--- config.mk ---
export PLATFORM = sky130hd
export DESIGN_NAME = torque_mirror_with_following_guard_core_flat
export DESIGN_NICKNAME = d
export VERILOG_FILES = /design/src/hw/rtl/tmfg_pkg.sv /design/src/hw/rtl/tmfg_intf.sv /design/src/hw/rtl/torque_mirror_with_following_guard_core.sv /design/src/hw/rtl/tmfg_guard.sv /design/src/hw/rtl/tmfg_step.sv /design/src/flat_wrapper.sv
export SDC_FILE = /design/constraint.sdc
export NUM_CORES = 1
export LEC_CHECK = 0
export BUFFER_PORTS_ARGS = -buffer_cell sky130_fd_sc_hd__clkbuf_2
export CELL_PAD_IN_SITES_DETAIL_PLACEMENT = 1
export CELL_PAD_IN_SITES_GLOBAL_PLACEMENT = 1
export CORE_MARGIN = 1
export CORE_UTILIZATION = 48
export DETAILED_ROUTE_END_ITERATION = 7
export MAX_ROUTING_LAYER = met4
export PLACE_DENSITY = 0.82
export SLEW_MARGIN = 40
export SYNTH_ARGS = -nofsm -noshare
export SYNTH_HDL_FRONTEND = slang
export SYNTH_SLANG_ARGS = --single-unit
--- constraint.sdc ---
create_clock -name clk -period 13.4 [get_ports clk]
set_input_delay 1.34 -clock clk [delete_from_list [all_inputs] [get_ports clk]]
set_output_delay 1.34 -clock clk [all_outputs]
set_load 0.005 [all_outputs]
--- src/hw/rtl/tmfg_pkg.sv ---
// Shared types and constants for the torque mirror with following guard.
// Used by the channel interfaces, the step logic, the guard and the top level.
`timescale 1ns / 1ps
`default_nettype none

package tmfg_pkg;

  localparam int unsigned QualifyMax    = 255;
  localparam int unsigned QualifyNeeded = 2;
  localparam int unsigned LimitReset    = 16384;
  localparam int unsigned RatioReset    = 1;

  localparam int unsigned RatioW  = 8;
  localparam int unsigned LimitW  = 31;
  localparam int unsigned CfgIdxW = 1;
  localparam int unsigned CfgDataW = 31;

  // Command codes carried by each item
  typedef enum logic [1:0] {
    CMD_TICK    = 2'd0,
    CMD_PAUSE   = 2'd1,
    CMD_RESUME  = 2'd2,
    CMD_RESTART = 2'd3
  } cmd_t;

  // Configuration register indexes
  localparam logic [CfgIdxW-1:0] REG_DECIMATION_RATIO = 1'd0;
  localparam logic [CfgIdxW-1:0] REG_ERROR_LIMIT      = 1'd1;

  typedef struct packed {
    logic [1:0]         command;
    logic [31:0]        leader_torque;
    logic [7:0]         leader_mode;
    logic               bus_busy;
    logic signed [31:0] commanded_position;
    logic signed [31:0] measured_position;
  } tick_t;

  typedef struct packed {
    logic               follower_write;
    logic [31:0]        follower_torque;
    logic               position_write;
    logic signed [31:0] position_value;
    logic               following_fault;
    logic               dropped_busy;
    logic [31:0]        processed_count;
    logic [31:0]        overrun_total;
  } result_t;

  typedef struct packed {
    logic [RatioW-1:0] decimation_ratio;
    logic [LimitW-1:0] error_limit;
  } cfg_t;

  typedef struct packed {
    logic [7:0]  qualify_count;
    logic [7:0]  decimation_count;
    logic [31:0] tick_total;
    logic [31:0] overrun_tally;
    logic        pause_flag;
  } state_t;

endpackage

`default_nettype wire

--- src/hw/rtl/tmfg_intf.sv ---
// Valid/ready channel interfaces for tick items and result items.
// Depends on tmfg_pkg for the payload types.
`timescale 1ns / 1ps
`default_nettype none

interface tmfg_tick_if import tmfg_pkg::*; ();
  logic  valid;
  logic  ready;
  tick_t payload;

  modport source (output valid, output payload, input ready);
  modport sink (input valid, input payload, output ready);
endinterface

interface tmfg_result_if import tmfg_pkg::*; ();
  logic    valid;
  logic    ready;
  result_t payload;

  modport source (output valid, output payload, input ready);
  modport sink (input valid, input payload, output ready);
endinterface

`default_nettype wire

--- src/hw/rtl/torque_mirror_with_following_guard_core.sv ---
// Top level of the torque mirror with following guard.
// Depends on tmfg_pkg, tmfg_intf (channels) and tmfg_step.
//
// Usage:
//   tick    : sink channel of tick items (command, torque, mode, bus flag,
//             commanded and measured position), valid/ready.
//   result  : source channel, exactly one result item per tick item.
//   cfg_*   : write port; cfg_index 0 is decimation_ratio, 1 is error_limit.
//             Write only while no item is in flight.
// Path: an accepted item sits in the input register, and its result is
//   loaded into the result register at the next edge when that register is
//   free.
// Throughput: one item per cycle while result.ready is high; the step logic
//   between the two registers is a few counters plus one 33-bit subtract and compare.
// Stall: while result.ready is low the result register holds, the input
//   register still fills, and tick.ready drops once both are full.
// Reset: rst (synchronous) empties both registers, clears all counters and
//   the pause flag, and loads decimation_ratio = 1, error_limit = 16384.
`timescale 1ns / 1ps
`default_nettype none

module torque_mirror_with_following_guard_core import tmfg_pkg::*; (
  input  wire logic                clk,
  input  wire logic                rst,
  tmfg_tick_if.sink                tick,
  tmfg_result_if.source            result,
  input  wire logic                cfg_write,
  input  wire logic [CfgIdxW-1:0]  cfg_index,
  input  wire logic [CfgDataW-1:0] cfg_data
);

  cfg_t    cfg;
  state_t  state;
  state_t  state_next;
  tick_t   item;
  logic    item_valid;
  result_t res;
  result_t res_q;
  logic    res_valid;
  logic    advance;

  // Move the held item into the result register when that register frees up
  assign advance      = item_valid && (!res_valid || result.ready);
  assign tick.ready   = !item_valid || advance;
  assign result.valid = res_valid;
  assign result.payload = res_q;

  // Configuration registers
  always_ff @(posedge clk) begin
    if (rst) begin
      cfg.decimation_ratio <= RatioW'(RatioReset);
      cfg.error_limit      <= LimitW'(LimitReset);
    end else if (cfg_write) begin
      case (cfg_index)
        REG_DECIMATION_RATIO: cfg.decimation_ratio <= cfg_data[RatioW-1:0];
        REG_ERROR_LIMIT:      cfg.error_limit      <= cfg_data[LimitW-1:0];
        default: ;
      endcase
    end
  end

  // Input register
  always_ff @(posedge clk) begin
    if (rst) begin
      item_valid <= 1'b0;
    end else if (tick.ready) begin
      item_valid <= tick.valid;
    end
  end

  always_ff @(posedge clk) begin
    if (tick.ready && tick.valid) begin
      item <= tick.payload;
    end
  end

  tmfg_step u_step (
    .item       (item),
    .state      (state),
    .cfg        (cfg),
    .state_next (state_next),
    .res        (res)
  );

  // Counter state advances with each processed item
  always_ff @(posedge clk) begin
    if (rst) begin
      state <= '0;
    end else if (advance) begin
      state <= state_next;
    end
  end

  // Result register
  always_ff @(posedge clk) begin
    if (rst) begin
      res_valid <= 1'b0;
    end else if (advance) begin
      res_valid <= 1'b1;
    end else if (result.ready) begin
      res_valid <= 1'b0;
    end
  end

  always_ff @(posedge clk) begin
    if (advance) begin
      res_q <= res;
    end
  end

endmodule

`default_nettype wire

--- src/hw/rtl/tmfg_guard.sv ---
// Following-error guard: full-width |commanded - measured| against the limit.
// Depends on tmfg_pkg for the limit width.
`timescale 1ns / 1ps
`default_nettype none

module tmfg_guard import tmfg_pkg::*; (
  input  wire logic signed [31:0] commanded,
  input  wire logic signed [31:0] measured,
  input  wire logic [LimitW-1:0]  limit,
  output logic                    fault
);

  logic signed [32:0] diff;
  logic signed [32:0] lim_pos;
  logic signed [32:0] lim_neg;

  // Subtract at 33 bits so the difference never wraps
  assign diff    = {commanded[31], commanded} - {measured[31], measured};
  assign lim_pos = $signed({2'b00, limit});
  assign lim_neg = -lim_pos;

  // Fault when the difference lies outside [-limit, +limit]
  assign fault = (diff > lim_pos) || (diff < lim_neg);

endmodule

`default_nettype wire

--- src/hw/rtl/tmfg_step.sv ---
// Per-item step logic: next counter state and the result for one tick item.
// Depends on tmfg_pkg and tmfg_guard.
`timescale 1ns / 1ps
`default_nettype none

module tmfg_step import tmfg_pkg::*; (
  input  wire tick_t  item,
  input  wire state_t state,
  input  wire cfg_t   cfg,
  output state_t      state_next,
  output result_t     res
);

  logic [RatioW-1:0] ratio_eff;
  logic [7:0]        decim_inc;
  logic [7:0]        qual_upd;
  logic [31:0]       tick_inc;
  logic              mode_ok;
  logic              decim_hit;
  logic              fault;
  cmd_t              cmd;

  assign cmd       = cmd_t'(item.command);
  assign ratio_eff = (cfg.decimation_ratio == '0) ? RatioW'(1) : cfg.decimation_ratio;
  assign decim_inc = state.decimation_count + 8'd1;
  assign decim_hit = decim_inc >= ratio_eff;
  assign tick_inc  = state.tick_total + 32'd1;
  assign mode_ok   = (item.leader_mode >= 8'd1) && (item.leader_mode <= 8'd3);

  // Saturate the qualify count while the mode stays qualified
  always_comb begin
    if (!mode_ok) begin
      qual_upd = 8'd0;
    end else if (state.qualify_count < 8'(QualifyMax)) begin
      qual_upd = state.qualify_count + 8'd1;
    end else begin
      qual_upd = state.qualify_count;
    end
  end

  tmfg_guard u_guard (
    .commanded (item.commanded_position),
    .measured  (item.measured_position),
    .limit     (cfg.error_limit),
    .fault     (fault)
  );

  // Apply the command, or drop / process the tick
  always_comb begin
    state_next = state;
    res        = '0;
    case (cmd)
      CMD_PAUSE: begin
        state_next.pause_flag = 1'b1;
      end
      CMD_RESUME: begin
        state_next.pause_flag = 1'b0;
      end
      CMD_RESTART: begin
        state_next = '0;
      end
      CMD_TICK: begin
        if (state.pause_flag) begin
          // drop without effect
        end else if (item.bus_busy) begin
          state_next.overrun_tally = state.overrun_tally + 32'd1;
          res.dropped_busy         = 1'b1;
        end else begin
          state_next.tick_total    = tick_inc;
          state_next.qualify_count = qual_upd;
          res.follower_write       = 1'b1;
          res.follower_torque      = (qual_upd < 8'(QualifyNeeded)) ? 32'd0 :
                                     item.leader_torque;
          if (decim_hit) begin
            state_next.decimation_count = 8'd0;
            res.position_write          = 1'b1;
            res.position_value          = item.commanded_position;
            res.following_fault         = fault;
          end else begin
            state_next.decimation_count = decim_inc;
          end
        end
      end
      default: begin
        state_next = state;
      end
    endcase
    res.processed_count = state_next.tick_total;
    res.overrun_total   = state_next.overrun_tally;
  end

endmodule

`default_nettype wire
--- src/flat_wrapper.sv ---
// flat-port wrapper written by rule: the top's interface ports become plain ports
module torque_mirror_with_following_guard_core_flat import tmfg_pkg::*;
  (clk, rst, cfg_write, cfg_index, cfg_data, tick_valid, tick_payload, tick_ready, result_valid, result_payload, result_ready);
  tmfg_tick_if tick_i ();
  tmfg_result_if result_i ();
  input  wire logic clk;
  input  wire logic rst;
  input  wire logic cfg_write;
  input  wire logic [CfgIdxW-1:0] cfg_index;
  input  wire logic [CfgDataW-1:0] cfg_data;
  input wire logic [$bits(tick_i.valid)-1:0] tick_valid;
  input wire logic [$bits(tick_i.payload)-1:0] tick_payload;
  output wire logic [$bits(tick_i.ready)-1:0] tick_ready;
  output wire logic [$bits(result_i.valid)-1:0] result_valid;
  output wire logic [$bits(result_i.payload)-1:0] result_payload;
  input wire logic [$bits(result_i.ready)-1:0] result_ready;
  assign tick_i.valid = tick_valid;
  assign tick_i.payload = tick_payload;
  assign tick_ready = tick_i.ready;
  assign result_valid = result_i.valid;
  assign result_payload = result_i.payload;
  assign result_i.ready = result_ready;
  torque_mirror_with_following_guard_core u_core (.clk(clk), .rst(rst), .tick(tick_i), .result(result_i), .cfg_write(cfg_write), .cfg_index(cfg_index), .cfg_data(cfg_data));
endmodule
==> metrics.csv, run 1 <==
stage,metric,value,unit
flow_run,maxCapViolCount,0,
detailed_routing,vias_per_cell,5.500,
clocking,cts_tree,done,
timing,setup_viol,0,
timing,rsz0062_at_grt,no,
synthesis,synthXorXnorAreaFrac,0.05955,
timing,tightestPinTransition,0.8595,ns
timing,timing.fmax,0.1924,GHz
synthesis,synthArstFlopShare,0,
grt,antenna_found_initial,3,
synthesis,ys.flop_type,edfxtp_1,
timing,slew_headroom,0.4270,
worst_setup_path,endpoint_kind,flop,
synthesis,netlist_area,0.01788,mm^2
clocking,clk_pin_slew,0.06,ns
floorplanning,die_x,195,um
synthesis,yosysWarnings,0,
floorplanning,die_y,195,um
placement,place_hpwl,33200,um
synthesis,yosysTopAreaCell,edfxtp_1,
synthesis,ys_types,72,
grt,grt_start_max_net_pins,115,
detailed_routing,detail-route-antenna-nets,0,
cells_and_area,synthToLayoutAreaGrowth,16.86,%
synthesis,synth_seq_cells,361,
power,power.density,126.8,mW/mm^2
grt,grt_pass1_wl,74930,um
clocking,root_buffer,clkbuf_16,
cells_and_area,most-common-layout-cells,"clkbuf_2 (276), nand2_1 (259), edfxtp_1 (239), a21oi_1 (162), nor2_1 (130)",
grt,overflow,0,
synthesis,synth_top_family_by_area,simple AND/OR/NAND/NOR gates,
timing,min_period,5.197,ns
worst_setup_path,required,13.72,ns
timing,setup_tns,0,ns
clocking,postCtsResizedCells,0,
synthesis,yosys.area_share.simple,0.1884,
timing,hold_violations,0,
power,cellLeakagePower,8.262,nW
worst_setup_path,crit_fanout,4,
placement,pre_cts_ws,8.270,ns
synthesis,synth_fp_nets,1985,
clocking,hold_buffers,0,
synthesis,synthTopCellsByArea,"edfxtp_1 (40%), dfxtp_1 (14%), ha_1 (7.6%)",
worst_setup_path,crit_type,reg -> reg,
detailed_routing,wl_per_cell,18.95,um
floorplanning,die-area,0.03803,mm^2
timing,final.setup_skew,0.01715,ns
worst_setup_path,cp-start-kind,flop,
timing,worst_slack,8.203,ns
worst_setup_path,reg2reg_from,u_core.item[32],
cells_and_area,layout-drive-gt1-share,0.1854,
detailed_routing,num_vias,13717,
detailed_routing,first_iter_violations,708,
detailed_routing,first_pass_iters,5,
synthesis,synth_edf_count,239,
floorplanning,initial_core_util,0.4884,
timing,drv_slew,0,
cells_and_area,num-nets-final,2247,
synthesis,synth_mux_area_frac,0.001120,
placement,numPortBuffers,277,
floorplanning,io_pins,278,
placement,placedCellCount,2420,
synthesis,avgSynthCellArea,10.33,um^2
min_path,worst_hold_path_type,reg -> reg,
clocking,clk_path_buf_depth,3,
clocking,cts_max_level,2,
cells_and_area,layout_commonest_cell,clkbuf_2,
clocking,postCtsSetupBuffers,0,
detailed_routing,drcViolationCount,0,
worst_setup_path,arrival,5.52,ns
placement,gp_congestion,0.8589,
synthesis,synth_seq_area_share,0.5380,
cells_and_area,fin_cells,2494,
outcome,outcome,"complete, no violations",
clocking,clock_latency,0.56,ns
synthesis,netlist_instances,1731,
floorplanning,core-area,0.03661,mm^2
clocking,cts_inserted_buffers,39,
detailed_routing,wl,47270,um
min_path,min_from,u_core.cfg[32],
power,ir_drop,0.1223,mV
synthesis,synth_compound_area_frac,0.1035,
clocking,cts_sinks,361,
synthesis,synth_fa_ha_area_frac,0.07796,
grt,track_usage,0.2545,
floorplanning,fp-row-count,70,
timing,period_share,0.3878,
synthesis,synth_top_area_share,0.4014,
grt,grt_pass1_vias,14554,
worst_setup_path,startpoint,u_core.item[32],
## path summary, 6_finish.rpt
kind | endpoint | slack, ns | depth (start not counted)
worst max-delay path | u_core.result.payload[65] | 8.20 | 22
worst min-delay path | u_core.cfg[32] | 0.46 | 2
worst max register to register | u_core.result.payload[65] | 8.20 | 22
worst min register to register | u_core.cfg[32] | 0.46 | 2
## critical path, cell delays in order (launching register included)
cell and delay [ns]:
edfxtp_1 0.38, inv_1 0.13, ha_1 0.21, inv_1 0.06, fa_1 0.43, a211oi_1 0.34, o21ai_0 0.26, nand3_1 0.18
a21oi_2 0.10, a2111oi_0 0.34, or3_1 0.25, o21ai_0 0.13, xnor2_1 0.29, ha_1 0.31, a21o_1 0.18, a21o_1 0.17
a21o_1 0.17, a21o_1 0.17, a21o_1 0.20, a211oi_1 0.26, a211o_1 0.16, a21oi_1 0.06, o21a_1 0.17
## synthesized netlist by cell type (5+ instances only)
cell type    n
nor2b_1      7
nand3b_1     5
nor4_1       8
a22oi_1     11
a21oi_1    162
nor3b_1      5
clkbuf_1    53
and2_1      70
a21o_1      21
o21ai_0     49
nand3_1     41
ha_1       109
nand4_1     27
o21a_1      10
or3_1       14
and4_1       8
nor2_1     131
a31oi_1      6
nand2_1    260
a21oi_2      5
nand2b_1     9
o21bai_1     6
dfxtp_1    122
xnor2_1     64
xor2_1      55
and3_1      32
o211ai_1     6
edfxtp_1   239
nor3_1      33
buf_1        5
inv_1       83
a211oi_1     7
## cell type report
class	instances	area, um^2
Clock inverter	26	150.1
Fill cell	4074	15720
Multi-Input combinational cell	1223	7719
Clock buffer	45	1041
Sequential cell	361	9619
Antenna cell	3	7.507
Tap cell	468	585.6
Inverter	84	322.8
Timing Repair Buffer	284	1449
## sequential cells by signal, summed over array words and instances (netlist names)
name and cells:
u_core.result.payload 132, u_core.item 107, u_core.state 81, u_core.cfg 39
u_core.item_valid 1, u_core.result.valid 1
## logic make-up after synthesis
logic type | Yosys count
flip-flops | 361
AND/OR/NAND/NOR | 678
multiplexers | 2
XOR/XNOR | 120
AO/OA/AOI/OAI | 312
adder cells (fa/ha/maj) | 111
buffers and inverters | 147
## layer usage
layer / share of wire / vias to the layer above / track usage
li1: - / 6652 / -
met1: 0.41 / 6667 / 0.2825
met2: 0.52 / 298 / 0.4560
met3: 0.042 / 100 / 0.04525
met4: 0.030 / 0 / 0.09157
met5: 0 / - / -
## where the power goes
part | switching (mW) | internal [mW]
Combinational | 0.229 | 0.149
Sequential | 0.0215 | 1.23
Clock | 0.453 | 0.561
## per-stage QoR
step | utilization | hold slack [ns] | power [mW] | instance area, um^2
after CTS | 0.5704 | 0.4586 | 2.677 | 20880
after floorplan | - | 0.4363 | 1.522 | 17880
after detailed placement | 0.5379 | 0.4501 | 1.655 | 19690
after global placement | 0.5376 | 0.4464 | 1.631 | 19680
after global routing | 0.5707 | 0.4855 | 2.759 | 20890
final | 0.5707 | 0.4557 | 2.649 | 20890
Power figures use the tool's default switching activity.
==> run 2, diff against run 1 <==
Settings changed: CORE_UTILIZATION 48 to 40, PLACE_DENSITY 0.82 to 0.73.
Clock period 13.4 ns to 4.7 ns, I/O delays scaled along.
==> metrics.csv, run 2 (synthesis gave the netlist of run 1 again) <==
stage,metric,value,unit,change
cells_and_area,fin_cells,2649,,+6.2%
timing,slew_headroom,0.4583,,+0.03137
cells_and_area,synthToLayoutAreaGrowth,21.29,%,
power,ir_drop,0.2980,mV,+140%
floorplanning,fp-row-count,77,,+10%
floorplanning,io_pins,278,,unchanged
timing,hold_violations,0,,unchanged
floorplanning,initial_core_util,0.4052,,-0.08317
grt,grt_pass1_wl,73020,um,-2.6%
floorplanning,core-area,0.04412,mm^2,+21%
timing,period_share,0.9728,,+0.5850
clocking,cts_sinks,361,,unchanged
detailed_routing,wl,46280,um,-2.1%
cells_and_area,nFillCells,4968,,+22%
clocking,root_buffer,clkbuf_16,,
grt,overflow,0,,unchanged
min_path,worst_hold_path_type,in -> reg,,
worst_setup_path,endpoint_kind,flop,,
timing,final.setup_skew,0.01272,ns,-0.004429 ns
clocking,cts_tree,done,,
clocking,hold_buffers,0,,unchanged
timing,tightestPinTransition,0.8106,ns,-0.04897 ns
placement,place_hpwl,32960,um,-0.70%
detailed_routing,drcViolationCount,0,,unchanged
detailed_routing,vias_per_cell,5.188,,-5.7%
clocking,clock_latency,0.57,ns,about the same
worst_setup_path,required,5.14,ns,-8.58 ns
clocking,cts_inserted_buffers,42,,+7.7%
placement,gp_congestion,0.8636,,+0.55%
worst_setup_path,crit_type,reg -> reg,,
grt,antenna_found_initial,0,,-3
cells_and_area,most-common-layout-cells,"clkbuf_2 (276), nand2_1 (259), edfxtp_1 (239), a21oi_1 (157), nor2_1 (129)",,
power,finalPower,8.098,mW,+210%
outcome,outcome,"complete, no violations",,
floorplanning,die-area,0.04555,mm^2,+20%
placement,pre_cts_ws,-0.3017,ns,-8.572 ns
timing,worst_slack,0.1277,ns,-8.076 ns
placement,numPortBuffers,277,,unchanged
timing,min_period,4.572,ns,-0.6244 ns
detailed_routing,first_pass_iters,5,,unchanged
grt,grt_start_max_net_pins,108,,-6.1%
min_path,whs_path_depth,1,,-1
cells_and_area,finalInstanceArea,0.02169,mm^2,+3.8%
clocking,cts_max_level,2,,unchanged
grt,track_usage,0.2079,,-0.04660
floorplanning,die_x,213.4,um,+9.4%
timing,drv_slew,0,,unchanged
power,cellLeakagePower,8.549,nW,+3.5%
detailed_routing,detail-route-antenna-nets,0,,unchanged
power,power.density,373.4,mW/mm^2,+190%
detailed_routing,first_iter_violations,558,,-21%
placement,place_area,0.02004,mm^2,+1.8%
worst_setup_path,cp-start-kind,flop,,
placement,placedCellCount,2567,,+6.1%
cells_and_area,num-nets-final,2278,,+1.4%
floorplanning,die_y,213.4,um,+9.4%
worst_setup_path,arrival,5.01,ns,-0.51 ns
cells_and_area,layout-drive-gt1-share,0.2139,,+0.02854
cells_and_area,num_antenna_cells,0,,-3
worst_setup_path,reg2reg_depth,20,,-9.1%
timing,timing.fmax,0.2187,GHz,+14%
detailed_routing,num_vias,13744,,+0.20%
clocking,clk_pin_slew,0.06,ns,about the same
worst_setup_path,crit_fanout,5,,+1
detailed_routing,wl_per_cell,17.47,um,-7.8%
cells_and_area,layout_commonest_cell,clkbuf_2,,
flow_run,maxCapViolCount,0,,unchanged
grt,grt_pass1_vias,14290,,-1.8%
timing,setup_viol,0,,unchanged
cells_and_area,largest_register_ffs,132,,unchanged
clocking,clk_path_buf_depth,3,,unchanged
run 2: changes by cell type in the layout (fill, tap and decap cells not counted), moves of 4 or more:
| cell | delta |
|---|---|
| clkbuf_8 | +5 |
| a21oi_1 | -5 |
| buf_4 | +27 |
| a211oi_2 | +4 |
| o21ai_0 | -4 |
| a211oi_1 | -4 |
| bufinv_16 | +5 |
run 2: final timing paths:
kind / slack (ns) / start / to
setup / recovery: 0.13 / u_core.item[42] / u_core.result.payload[65]
hold / removal: 0.08 / tick_payload[40] / u_core.item[40]
setup reg to reg: 0.13 / u_core.item[42] / u_core.result.payload[65]
hold reg to reg: 0.45 / u_core.cfg[38] / u_core.cfg[38]
run 2: critical path, stage by stage (launching register included):
cell and delay, ns:
edfxtp_1 0.40, ha_1 0.31, buf_4 0.16, and3_1 0.24, and3_1 0.23, a21o_1 0.18, nor3_2 0.20, nor2b_1 0.08
o21ai_0 0.15, nand2b_1 0.12, xor2_2 0.19, ha_4 0.30, nand4_1 0.14, nor4_2 0.34, a21boi_2 0.28, a2111oi_4 0.06
a2111oi_2 0.33, nand3_1 0.18, a211o_1 0.33, a21oi_2 0.13, o21a_1 0.11
run 2: report_power, final:
group	internal, mW	switching [mW]	total [mW]	leakage (nW)
clock	2.01	1.34	3.35	0.696
combinational	0.489	0.678	1.17	4.65
sequential	3.52	0.0582	3.58	3.20
run 2: per-stage QoR:
step,util,hold slack [ns],TNS [ns]
3_5_place_dp,0.4542,0.4512,-0.3017
3_3_place_gp,0.4540,0.4445,0
6_report,0.4915,0.07689,0
2_1_floorplan,-,0.4363,0
4_1_cts,0.4870,0.04576,0
5_1_grt,0.4915,0.06376,-0.02405
run 2: layout make-up:
class	count	area, um^2	area share
Clock inverter	28	284.0	0.01310
Tap cell	592	740.7	0.03415
Sequential cell	361	9619	0.4435
Inverter	84	320.3	0.01477
Multi-Input combinational cell	1223	7901	0.3643
Timing Repair Buffer	312	1683	0.07760
Clock buffer	49	1139	0.05250
run 2: routing by layer:
layer,global-route usage,share of wire,vias to the layer above,wire length [um]
met5,-,0,-,0
li1,-,-,6715,-
met2,0.3662,0.51,263,23770
met1,0.2399,0.42,6698,19430
met3,0.03486,0.044,68,2014
met4,0.06700,0.023,0,1069
run 2: what timing repair did:
item | in CTS | in global routing
endpoints found under the setup margin | 1 | 1
pin swaps | 3 | 22
setup buffers | 0 | 5
resized for setup | 8 | 34
